`src/rtl/assert_macros.svh`:
```
// Assertion macros shared by the sequencer RTL.
// Expects clk and rst_n (synchronous, active low) in the including scope.
`ifndef ASSERT_MACROS_SVH
`define ASSERT_MACROS_SVH

// Same-cycle implication or plain property.
`define SAFS_ASSERT(name, prop, msg) \
  name: assert property (@(posedge clk) disable iff (!rst_n) prop) \
    else $error(msg);

// Antecedent this cycle, consequent next cycle.
`define SAFS_ASSERT_NEXT(name, ante, cons, msg) \
  name: assert property (@(posedge clk) disable iff (!rst_n) (ante) |=> (cons)) \
    else $error(msg);

`endif

```
`src/rtl/safs_pkg.sv`:
```
// Shared types and constants of the animation frame sequencer.
// No dependencies; used by safs_ctrl, safs_dp and the top level.
`timescale 1ns / 1ps
`default_nettype none

package safs_pkg;

  localparam int MAX_FRAMES_DEF = 64;
  localparam int DIV_STEPS      = 32;
  localparam int CFG_DATA_W     = 24;

  localparam logic [23:0] PERIOD_RST = 24'd1000;
  localparam logic [6:0]  FCOUNT_RST = 7'd1;
  localparam logic [7:0]  SPEED_RST  = 8'd1;
  localparam logic [15:0] MAXL_RST   = 16'd0;

  typedef enum logic [1:0] {
    CFG_PERIOD  = 2'd0,
    CFG_FCOUNT  = 2'd1,
    CFG_SPEED   = 2'd2,
    CFG_MAXLOOP = 2'd3
  } cfg_idx_t;

  typedef enum logic [1:0] {
    ACT_TICK    = 2'd0,
    ACT_WRITE   = 2'd1,
    ACT_RESTART = 2'd2
  } act_t;

  // controller -> datapath
  typedef struct packed {
    logic capture;
    logic exec_tick;
    logic exec_other;
    logic div_start;
    logic div_step;
    logic no_loop;
    logic limit_apply;
    logic walk_start;
    logic walk_step;
    logic walk_commit;
    logic out_load;
  } cmd_t;

  // datapath -> controller
  typedef struct packed {
    logic is_tick;
    logic ge_period;
    logic div_done;
    logic walk_done;
    logic out_free;
  } sts_t;

endpackage

`default_nettype wire

```
`src/rtl/safs_ctrl.sv`:
```
// Sequencer controller: transaction flow, divide and table-walk sequencing.
// Depends on safs_pkg and assert_macros.svh.
`timescale 1ns / 1ps
`default_nettype none
`include "assert_macros.svh"

module safs_ctrl (
  input  wire logic          clk,
  input  wire logic          rst_n,
  input  wire logic          in_valid,
  output logic               in_ready,
  input  wire safs_pkg::sts_t sts,
  output safs_pkg::cmd_t     cmd
);
  import safs_pkg::*;

  typedef enum logic [2:0] {
    ST_IDLE,
    ST_EXEC,
    ST_CHECK,
    ST_DIV,
    ST_WALK,
    ST_DONE
  } state_t;

  state_t state_r, state_nxt;

  assign in_ready = (state_r == ST_IDLE);

  always_comb begin
    state_nxt = state_r;
    cmd       = '0;
    unique case (state_r)
      ST_IDLE: begin
        cmd.capture = in_valid;
        if (in_valid) state_nxt = ST_EXEC;
      end
      ST_EXEC: begin
        if (sts.is_tick) begin
          cmd.exec_tick = 1'b1;
          state_nxt     = ST_CHECK;
        end else begin
          cmd.exec_other = 1'b1;
          state_nxt      = ST_DONE;
        end
      end
      ST_CHECK: begin
        if (sts.ge_period) begin
          cmd.div_start = 1'b1;
          state_nxt     = ST_DIV;
        end else begin
          cmd.no_loop    = 1'b1;
          cmd.walk_start = 1'b1;
          state_nxt      = ST_WALK;
        end
      end
      ST_DIV: begin
        if (sts.div_done) begin
          cmd.limit_apply = 1'b1;
          cmd.walk_start  = 1'b1;
          state_nxt       = ST_WALK;
        end else begin
          cmd.div_step = 1'b1;
        end
      end
      ST_WALK: begin
        if (sts.walk_done) begin
          cmd.walk_commit = 1'b1;
          state_nxt       = ST_DONE;
        end else begin
          cmd.walk_step = 1'b1;
        end
      end
      ST_DONE: begin
        if (sts.out_free) begin
          cmd.out_load = 1'b1;
          state_nxt    = ST_IDLE;
        end
      end
      default: state_nxt = ST_IDLE;
    endcase
  end

  always_ff @(posedge clk) begin
    if (!rst_n) begin
      state_r <= ST_IDLE;
    end else begin
      state_r <= state_nxt;
    end
  end

  `SAFS_ASSERT_NEXT(a_accept_busy, in_valid && in_ready, !in_ready, "ready after accept")
  `SAFS_ASSERT_NEXT(a_walk_entry, cmd.walk_start, state_r == ST_WALK, "walk not entered")

endmodule

`default_nettype wire

```
`src/rtl/safs_dp.sv`:
```
// Sequencer datapath: config, time/loop state, restoring divider,
// frame duration memory and table walk, output register. Depends on safs_pkg.
`timescale 1ns / 1ps
`default_nettype none
`include "assert_macros.svh"

module safs_dp #(
  parameter int MAX_FRAMES = safs_pkg::MAX_FRAMES_DEF
) (
  input  wire logic                       clk,
  input  wire logic                       rst_n,
  input  wire safs_pkg::cmd_t             cmd,
  output safs_pkg::sts_t                  sts,
  input  wire logic                       cfg_we,
  input  wire safs_pkg::cfg_idx_t         cfg_idx,
  input  wire logic [safs_pkg::CFG_DATA_W-1:0] cfg_wdata,
  input  wire logic [1:0]                 in_action,
  input  wire logic [15:0]                in_delta_ms,
  input  wire logic [5:0]                 in_frame_slot,
  input  wire logic [15:0]                in_frame_ms,
  output logic                            out_valid,
  input  wire logic                       out_ready,
  output logic [6:0]                      out_current_frame,
  output logic                            out_frame_changed,
  output logic                            out_loop_event,
  output logic                            out_finish_event,
  output logic [31:0]                     out_loops_done
);
  import safs_pkg::*;

  localparam int AW = (MAX_FRAMES > 1) ? $clog2(MAX_FRAMES) : 1;
  localparam int FW = $clog2(MAX_FRAMES + 1);
  localparam int EW = 16 + FW;
  localparam int DEPTH = 2 ** AW;

  // configuration
  logic [23:0] period_r;
  logic [6:0]  fcount_r;
  logic [7:0]  speed_r;
  logic [15:0] maxl_r;

  // captured item
  logic [1:0]  action_r;
  logic [15:0] delta_r;
  logic [5:0]  slot_r;
  logic [15:0] fms_r;

  // animation state
  logic [31:0] scaled_time_r;
  logic [31:0] loop_total_r;
  logic [6:0]  frame_pos_r;
  logic [31:0] now_r;
  logic        looped_r;
  logic        changed_r;
  logic        finished_r;

  // divider
  logic [31:0] dq_r;
  logic [23:0] drem_r;
  logic [5:0]  dcnt_r;

  // walk
  logic [FW-1:0] fidx_r;
  logic [EW-1:0] elapsed_r;
  logic [15:0]   mem [DEPTH];
  logic [15:0]   rdata_r;

  // output register
  logic        out_valid_r;
  logic [6:0]  out_frame_r;
  logic        out_chg_r;
  logic        out_loop_r;
  logic        out_fin_r;
  logic [31:0] out_loops_r;

  logic [23:0]   period_eff;
  logic [31:0]   count32;
  logic [FW-1:0] count_w;
  logic [23:0]   prod;
  logic [25:0]   trial;
  logic          below_limit;
  logic [32:0]   upper;
  logic          hit;
  logic [FW-1:0] fidx_inc;
  logic [AW-1:0] raddr;
  logic [31:0]   slot32;
  logic [31:0]   fidx32;
  logic          mem_we;

  assign period_eff  = (period_r == '0) ? 24'd1 : period_r;
  assign count32     = (32'(fcount_r) > 32'(MAX_FRAMES)) ? 32'(MAX_FRAMES) : 32'(fcount_r);
  assign count_w     = count32[FW-1:0];
  assign prod        = 24'(delta_r) * 24'(speed_r);
  assign trial       = {1'b0, drem_r, dq_r[31]} - {2'b00, period_eff};
  assign below_limit = (maxl_r == '0) || (dq_r < 32'(maxl_r));
  assign upper       = 33'(elapsed_r) + 33'(rdata_r);
  assign hit         = (now_r >= 32'(elapsed_r)) && (33'(now_r) <= upper);
  assign fidx_inc    = fidx_r + FW'(1);
  assign raddr       = cmd.walk_start ? '0 : fidx_inc[AW-1:0];
  assign slot32      = 32'(slot_r);
  assign fidx32      = 32'(fidx_r);
  assign mem_we      = cmd.exec_other && (act_t'(action_r) == ACT_WRITE)
                       && (slot32 < 32'(MAX_FRAMES));

  assign sts.is_tick   = (act_t'(action_r) == ACT_TICK);
  assign sts.ge_period = (scaled_time_r >= 32'(period_eff));
  assign sts.div_done  = (dcnt_r == 6'(DIV_STEPS));
  assign sts.walk_done = (fidx_r == count_w) || hit;
  assign sts.out_free  = !out_valid_r || out_ready;

  always_ff @(posedge clk) begin
    if (!rst_n) begin
      period_r <= PERIOD_RST;
      fcount_r <= FCOUNT_RST;
      speed_r  <= SPEED_RST;
      maxl_r   <= MAXL_RST;
    end else if (cfg_we) begin
      unique case (cfg_idx)
        CFG_PERIOD:  period_r <= cfg_wdata;
        CFG_FCOUNT:  fcount_r <= cfg_wdata[6:0];
        CFG_SPEED:   speed_r  <= cfg_wdata[7:0];
        CFG_MAXLOOP: maxl_r   <= cfg_wdata[15:0];
        default: ;
      endcase
    end
  end

  always_ff @(posedge clk) begin
    if (cmd.capture) begin
      action_r <= in_action;
      delta_r  <= in_delta_ms;
      slot_r   <= in_frame_slot;
      fms_r    <= in_frame_ms;
    end
  end

  always_ff @(posedge clk) begin
    if (!rst_n) begin
      scaled_time_r <= '0;
      loop_total_r  <= '0;
      frame_pos_r   <= '0;
    end else begin
      if (cmd.exec_tick) begin
        scaled_time_r <= scaled_time_r + 32'(prod);
      end
      if (cmd.exec_other && (act_t'(action_r) == ACT_RESTART)) begin
        scaled_time_r <= '0;
        loop_total_r  <= '0;
        frame_pos_r   <= '0;
      end
      if (cmd.limit_apply) begin
        loop_total_r <= dq_r;
      end
      if (cmd.walk_commit) begin
        frame_pos_r <= fidx32[6:0];
      end
    end
  end

  always_ff @(posedge clk) begin
    if (cmd.exec_other) begin
      looped_r   <= 1'b0;
      changed_r  <= 1'b0;
      finished_r <= 1'b0;
    end
    if (cmd.no_loop) begin
      now_r    <= scaled_time_r;
      looped_r <= 1'b0;
    end
    if (cmd.limit_apply) begin
      now_r    <= below_limit ? 32'(drem_r) : 32'(period_eff - 24'd1);
      looped_r <= (dq_r != loop_total_r);
    end
    if (cmd.walk_commit) begin
      changed_r  <= (fidx32[6:0] != frame_pos_r);
      finished_r <= looped_r && (loop_total_r >= 32'(maxl_r));
    end
  end

  // restoring divider, one quotient bit per cycle
  always_ff @(posedge clk) begin
    if (!rst_n) begin
      dcnt_r <= '0;
    end else if (cmd.div_start) begin
      dq_r   <= scaled_time_r;
      drem_r <= '0;
      dcnt_r <= '0;
    end else if (cmd.div_step) begin
      if (!trial[25]) begin
        drem_r <= trial[23:0];
        dq_r   <= {dq_r[30:0], 1'b1};
      end else begin
        drem_r <= {drem_r[22:0], dq_r[31]};
        dq_r   <= {dq_r[30:0], 1'b0};
      end
      dcnt_r <= dcnt_r + 6'd1;
    end
  end

  always_ff @(posedge clk) begin
    if (cmd.walk_start) begin
      fidx_r    <= '0;
      elapsed_r <= '0;
    end else if (cmd.walk_step) begin
      fidx_r    <= fidx_inc;
      elapsed_r <= elapsed_r + EW'(rdata_r);
    end
  end

  always_ff @(posedge clk) begin
    if (mem_we) begin
      mem[slot32[AW-1:0]] <= fms_r;
    end
  end

  always_ff @(posedge clk) begin
    rdata_r <= mem[raddr];
  end

  always_ff @(posedge clk) begin
    if (!rst_n) begin
      out_valid_r <= 1'b0;
    end else if (cmd.out_load) begin
      out_valid_r <= 1'b1;
    end else if (out_ready) begin
      out_valid_r <= 1'b0;
    end
  end

  always_ff @(posedge clk) begin
    if (cmd.out_load) begin
      out_frame_r <= frame_pos_r;
      out_chg_r   <= changed_r;
      out_loop_r  <= looped_r;
      out_fin_r   <= finished_r;
      out_loops_r <= loop_total_r;
    end
  end

  assign out_valid         = out_valid_r;
  assign out_current_frame = out_frame_r;
  assign out_frame_changed = out_chg_r;
  assign out_loop_event    = out_loop_r;
  assign out_finish_event  = out_fin_r;
  assign out_loops_done    = out_loops_r;

  `SAFS_ASSERT(a_div_complete, cmd.limit_apply |-> dcnt_r == 6'(DIV_STEPS), "early quotient")
  `SAFS_ASSERT(a_walk_bound, cmd.walk_step |-> fidx_r < count_w, "walk past frame count")
  `SAFS_ASSERT_NEXT(a_out_loaded, cmd.out_load, out_valid_r, "result not presented")

endmodule

`default_nettype wire

```
`src/rtl/sprite_animation_frame_sequencer.sv`:
```
// Top level of the sprite animation frame sequencer.
// Depends on safs_pkg, safs_ctrl and safs_dp.
//
//  channel | handshake              | payload
//  --------+------------------------+------------------------------------------
//  in      | in_valid / in_ready    | action, delta_ms, frame_slot, frame_ms
//  out     | out_valid / out_ready  | current_frame, frame_changed, loop_event,
//          |                        | finish_event, loops_done
//  cfg     | cfg_valid / cfg_ready  | cfg_index, cfg_data (always ready)
//
// Write, restart: accept, execute, then load the result. Tick: accept, execute, check
// the time against the period, run the 32-step restoring divider when the time reaches
// the period, walk up to frame_count table entries (frame_count capped at MAX_FRAMES)
// over the frame memory's single read port, then load the result; one item at a time.
// A held result does not block the next accept; completion waits on out_ready.
// Reset (rst_n low, synchronous) restores config, clears time state and out_valid.
`timescale 1ns / 1ps
`default_nettype none

module sprite_animation_frame_sequencer #(
  parameter int MAX_FRAMES = safs_pkg::MAX_FRAMES_DEF
) (
  input  wire logic                            clk,
  input  wire logic                            rst_n,
  input  wire logic                            in_valid,
  output logic                                 in_ready,
  input  wire logic [1:0]                      in_action,
  input  wire logic [15:0]                     in_delta_ms,
  input  wire logic [5:0]                      in_frame_slot,
  input  wire logic [15:0]                     in_frame_ms,
  output logic                                 out_valid,
  input  wire logic                            out_ready,
  output logic [6:0]                           out_current_frame,
  output logic                                 out_frame_changed,
  output logic                                 out_loop_event,
  output logic                                 out_finish_event,
  output logic [31:0]                          out_loops_done,
  input  wire logic                            cfg_valid,
  output logic                                 cfg_ready,
  input  wire safs_pkg::cfg_idx_t              cfg_index,
  input  wire logic [safs_pkg::CFG_DATA_W-1:0] cfg_data
);
  import safs_pkg::*;

  cmd_t cmd;
  sts_t sts;

  assign cfg_ready = 1'b1;

  safs_ctrl u_ctrl (
    .clk      (clk),
    .rst_n    (rst_n),
    .in_valid (in_valid),
    .in_ready (in_ready),
    .sts      (sts),
    .cmd      (cmd)
  );

  safs_dp #(
    .MAX_FRAMES (MAX_FRAMES)
  ) u_dp (
    .clk               (clk),
    .rst_n             (rst_n),
    .cmd               (cmd),
    .sts               (sts),
    .cfg_we            (cfg_valid && cfg_ready),
    .cfg_idx           (cfg_index),
    .cfg_wdata         (cfg_data),
    .in_action         (in_action),
    .in_delta_ms       (in_delta_ms),
    .in_frame_slot     (in_frame_slot),
    .in_frame_ms       (in_frame_ms),
    .out_valid         (out_valid),
    .out_ready         (out_ready),
    .out_current_frame (out_current_frame),
    .out_frame_changed (out_frame_changed),
    .out_loop_event    (out_loop_event),
    .out_finish_event  (out_finish_event),
    .out_loops_done    (out_loops_done)
  );

endmodule

`default_nettype wire

```
`config.mk`:
```
export PLATFORM = sky130hd
export DESIGN_NAME = sprite_animation_frame_sequencer
export DESIGN_NICKNAME = d
export VERILOG_FILES = /design/src/rtl/safs_pkg.sv /design/src/rtl/safs_ctrl.sv /design/src/rtl/safs_dp.sv /design/src/rtl/sprite_animation_frame_sequencer.sv
export VERILOG_INCLUDE_DIRS = /design/src /design/src/rtl
export SDC_FILE = /design/constraint.sdc
export NUM_CORES = 2
export LEC_CHECK = 0
export ABC_AREA = 1
export ABC_CLOCK_PERIOD_IN_PS = 5800
export BUFFER_PORTS_ARGS = -buffer_cell sky130_fd_sc_hd__buf_2
export CORE_ASPECT_RATIO = 2
export CORE_UTILIZATION = 43
export DETAILED_ROUTE_END_ITERATION = 8
export PLACE_DENSITY_LB_ADDON = 0.25
export REMOVE_ABC_BUFFERS = 1
export SKIP_CTS_REPAIR_TIMING = 1
export SYNTH_ARGS = -nofsm -noshare
export SYNTH_HDL_FRONTEND = slang
export SYNTH_SLANG_ARGS = --single-unit
```
`constraint.sdc`:
```
create_clock -name clk -period 5.8 [get_ports clk]
set_clock_uncertainty 0.2 [all_clocks]
set_input_delay 1.16 -clock clk [delete_from_list [all_inputs] [get_ports clk]]
set_output_delay 1.16 -clock clk [all_outputs]
set_load 0.01 [all_outputs]
```
==> metrics.txt <==
Overall Power 38.6 mW; # fillers 14,463; CTS tree done; sequential power share 0.313; die width 284 um; Cells after Synth 6,817; worst hold path stage count 0; Sink Count 1,379; Worst Hold Class reg -> reg; vias 50,196; routed length on met3 10.5 mm; DR pass1 iterations 9; met2 wire length 113 mm; arrival time at the worst endpoint 5.94 ns; number of synthesized flops with an enable pin 1,197; Hold Vio Cnt, Final 0; top sig layer met5; Rel. slew slack 0.259; via/cell ratio 5.55; antenna violations before repair 3; CORE AREA 0.158 mm^2; first-pass GRT wire length 322 mm; CP startpoint kind register; Worst-path clk slew 0.06 ns; Iter 0 DRT Violations 4,279; Avg Inst Size Synth 10.0 um^2; crit end category register; die area 0.161 mm^2; Comb pwr share 0.453; Lkg Pwr 31.2 nW; area grow syn2layout 11.0%; Worst Path Max Fanout 44; yosys warns 0; crit path time final 5.44 ns; M1 WL 71.8 mm; Max Root-Sink Buffers 4; multi-input logic area 0.0230 mm^2; internal power 21.8 mW; IO Count 116; HPWL after DPL 148 mm; GR Overflow Total 0; worst r2r src u_dp.rdata_r[0]$_DFF_P_; R2R setup slack 0.36 ns; Final TNS setup 0 ns; GP Congestion 1.04; Initial Util 0.433; Main synth FF type edfxtp_1; root buf cell clkbuf_16; f_max 184 MHz; WHS Endpoint u_dp.out_finish_event$_DFFE_PP_; Routed Wire Length 221 mm; Post-Syn Area 0.0684 mm^2; number of max-cap violations 0; Seq/Total Area, Yosys 0.579; number of global-route vias before repair 49,515; Power Density 508 mW/mm^2; final net count 7,234; hold_sp u_dp.finished_r$_SDFFCE_PP0P_; R2R Path End u_dp.elapsed_r[1]$_SDFFE_PP0P_; final-report setup violation count 0; Clk pwr share 0.235; layout cells sized above 1 0.0941; total CTS buffers 139; H-tree Lvls 4; wire length per cell 24.4 um; measured slew at the worst slew-check pin 1.11 ns; Final Max Slew Viols 0; Routed Antenna Nets 0; GRT Overall Usage 0.272; status finished, violations left; die height 566 um; violated checks DRC; async set or reset register ratio after synthesis 0; Worst EP required 6.30 ns; crit path from u_dp.rdata_r[0]$_DFF_P_; Psw 16.7 mW; I/O Buffers 114; Seq. cell area 0.0396 mm^2; latest clock arrival within the worst-skew pair 0.80 ns; critical path type reg -> reg; fin crit share 0.938; largest net degree at the start of global routing 172; DRC Markers 2; Max VDD drop 0.000380 V; RSZ-0062 raised after global routing no; Register-to-Register Path Depth 23; FP Rows 206; Unique masters post-synth 54; Sw Ratio 0.434; register bit total from synthesis 1,379
## cells by family (layout without fill, tap and decap cells)
family | after synthesis | in the layout | synth area share
flops | 1379 | 1379 | 0.579
compound gates | 709 | 709 | 0.0559
simple gates | 2860 | 2860 | 0.196
xor+xnor | 118 | 118 | 0.0151
fa+ha+maj | 303 | 303 | 0.0673
other cells | 1 | 2 | 0.0000549
buf+inv | 1447 | 1588 | 0.0865
## registers in the layout, summed over array words and instances (netlist names), 6 cells and up
name and flops:
u_dp.out_loops_done 32, u_dp.period_r 24, u_dp.fidx_r 7, u_dp.fcount_r 7, u_dp.frame_pos_r 7, u_dp.dcnt_r 6, u_dp.scaled_time_r 32, u_dp.rdata_r 16
u_dp.out_current_frame 7, u_dp.slot_r 6, u_dp.mem 1024, u_dp.elapsed_r 23, u_dp.maxl_r 16, u_dp.drem_r 24, u_dp.now_r 32, u_dp.delta_r 16
u_dp.speed_r 8, u_dp.dq_r 32, u_dp.loop_total_r 32, u_dp.fms_r 16
## stage by stage
stage	hold WS [ns]	utilization	instance area, um^2	worst slack (ns)	instances
floorplan	0.200	-	66400	-8.35	6414
global placement	0.203	0.453	71500	0.421	8799
detailed placement	0.222	0.453	71500	0.355	8799
CTS	0.243	0.481	75900	0.305	9038
global route	0.256	0.481	75900	0.0583	9039
finish	0.241	0.481	75900	0.362	9039
## layout by cell type (no fill, tap or decap), drive strengths merged, types with 2 or more instances in the layout
cell / Yosys / final
a211oi: 4 / 4
fa: 108 / 108
o21bai: 4 / 4
a41oi: 3 / 3
o211ai: 41 / 41
clkbuf: 197 / 168
nand2: 785 / 785
nand4: 407 / 407
nand3: 951 / 951
or4: 3 / 3
xor2: 66 / 66
nor2: 543 / 543
clkinvlp: 0 / 13
o2111ai: 2 / 2
a21boi: 6 / 6
nand3b: 2 / 2
a31oi: 6 / 6
o21a: 9 / 9
nor3: 29 / 29
clkinv: 0 / 44
or2: 115 / 115
o31ai: 3 / 3
dfxtp: 182 / 182
o22ai: 10 / 10
nor4: 21 / 21
o21ai: 346 / 346
o221ai: 3 / 3
edfxtp: 1197 / 1197
and3: 2 / 2
a21oi: 255 / 255
ha: 195 / 195
inv: 1044 / 1046
buf: 206 / 305
a31o: 5 / 5
xnor2: 52 / 52
a21o: 6 / 6
bufinv: 0 / 12
a2111oi: 3 / 3
## per-layer routing
metal  GRT usage  up-vias
li1            -    23362
met1       0.271    24477
met2       0.483     1730
met3      0.0329      625
met4       0.265        2
met5           0        -
## critical path, stage by stage, from the launching register on
cell      delay (ns)
dfxtp_1         0.47
ha_1            0.23
inv_1           0.07
fa_1            0.39
nand3b_1        0.18
nand2_1         0.15
a21oi_1         0.13
o21ai_0         0.30
nand3_1         0.12
nand2_1         0.13
xor2_1          0.10
ha_1            0.37
nand4_1         0.17
or2_2           0.36
nor4_1          0.69
nand3b_1        0.15
nand3_1         0.12
o41ai_1         0.08
nand2_1         0.14
nand3_1         0.11
inv_1           0.19
buf_12          0.22
o21ai_0         0.09
a21oi_1         0.12
## area by class of cell
class,instances,share of cell area
sequential,1379,0.522
multi-input combinational,3991,0.302
inverter,1044,0.0519
clock buffer,168,0.0492
tap,2080,0.0343
timing repair buffer,305,0.0317
clock inverter,71,0.00903
antenna,1,0.0000330
## power groups by stage
stage	registers [mW]	logic, mW	clock network, mW
floorplan	12.3	10.4	0
global placement	12.3	17.1	0
detailed placement	12.3	17.3	0
CTS	12.1	17.3	9.20
global route	12.1	18.8	9.50
finish	12.1	17.5	9.05
## cell usage after synthesis (all sizes together) (9+ instances only)
master / instances / area share
xnor2: 52 / 0.0067
o22ai: 10 / 0.00092
or2: 115 / 0.011
nor4: 21 / 0.0019
o21ai: 346 / 0.025
nand4: 407 / 0.037
dfxtp: 182 / 0.053
ha: 195 / 0.036
buf: 206 / 0.018
inv: 1044 / 0.057
nor3: 29 / 0.0022
a21oi: 255 / 0.019
o21a: 9 / 0.00099
xor2: 66 / 0.0085
edfxtp: 1197 / 0.53
nand3: 951 / 0.070
nor2: 543 / 0.030
fa: 108 / 0.032
o211ai: 41 / 0.0045
clkbuf: 197 / 0.011
nand2: 785 / 0.043
## worst max-delay path by stage
stage	to	slack (ns)
finish	u_dp.elapsed_r[1]$_SDFFE_PP0P_	0.36
global route	u_dp.elapsed_r[1]$_SDFFE_PP0P_	0.06
CTS	u_dp.elapsed_r[1]$_SDFFE_PP0P_	0.30
detailed placement	u_dp.elapsed_r[1]$_SDFFE_PP0P_	0.36
global placement	u_dp.elapsed_r[1]$_SDFFE_PP0P_	0.42
floorplan	u_dp.rdata_r[12]$_DFF_P_	-8.35
Power figures use the tool's default switching activity.
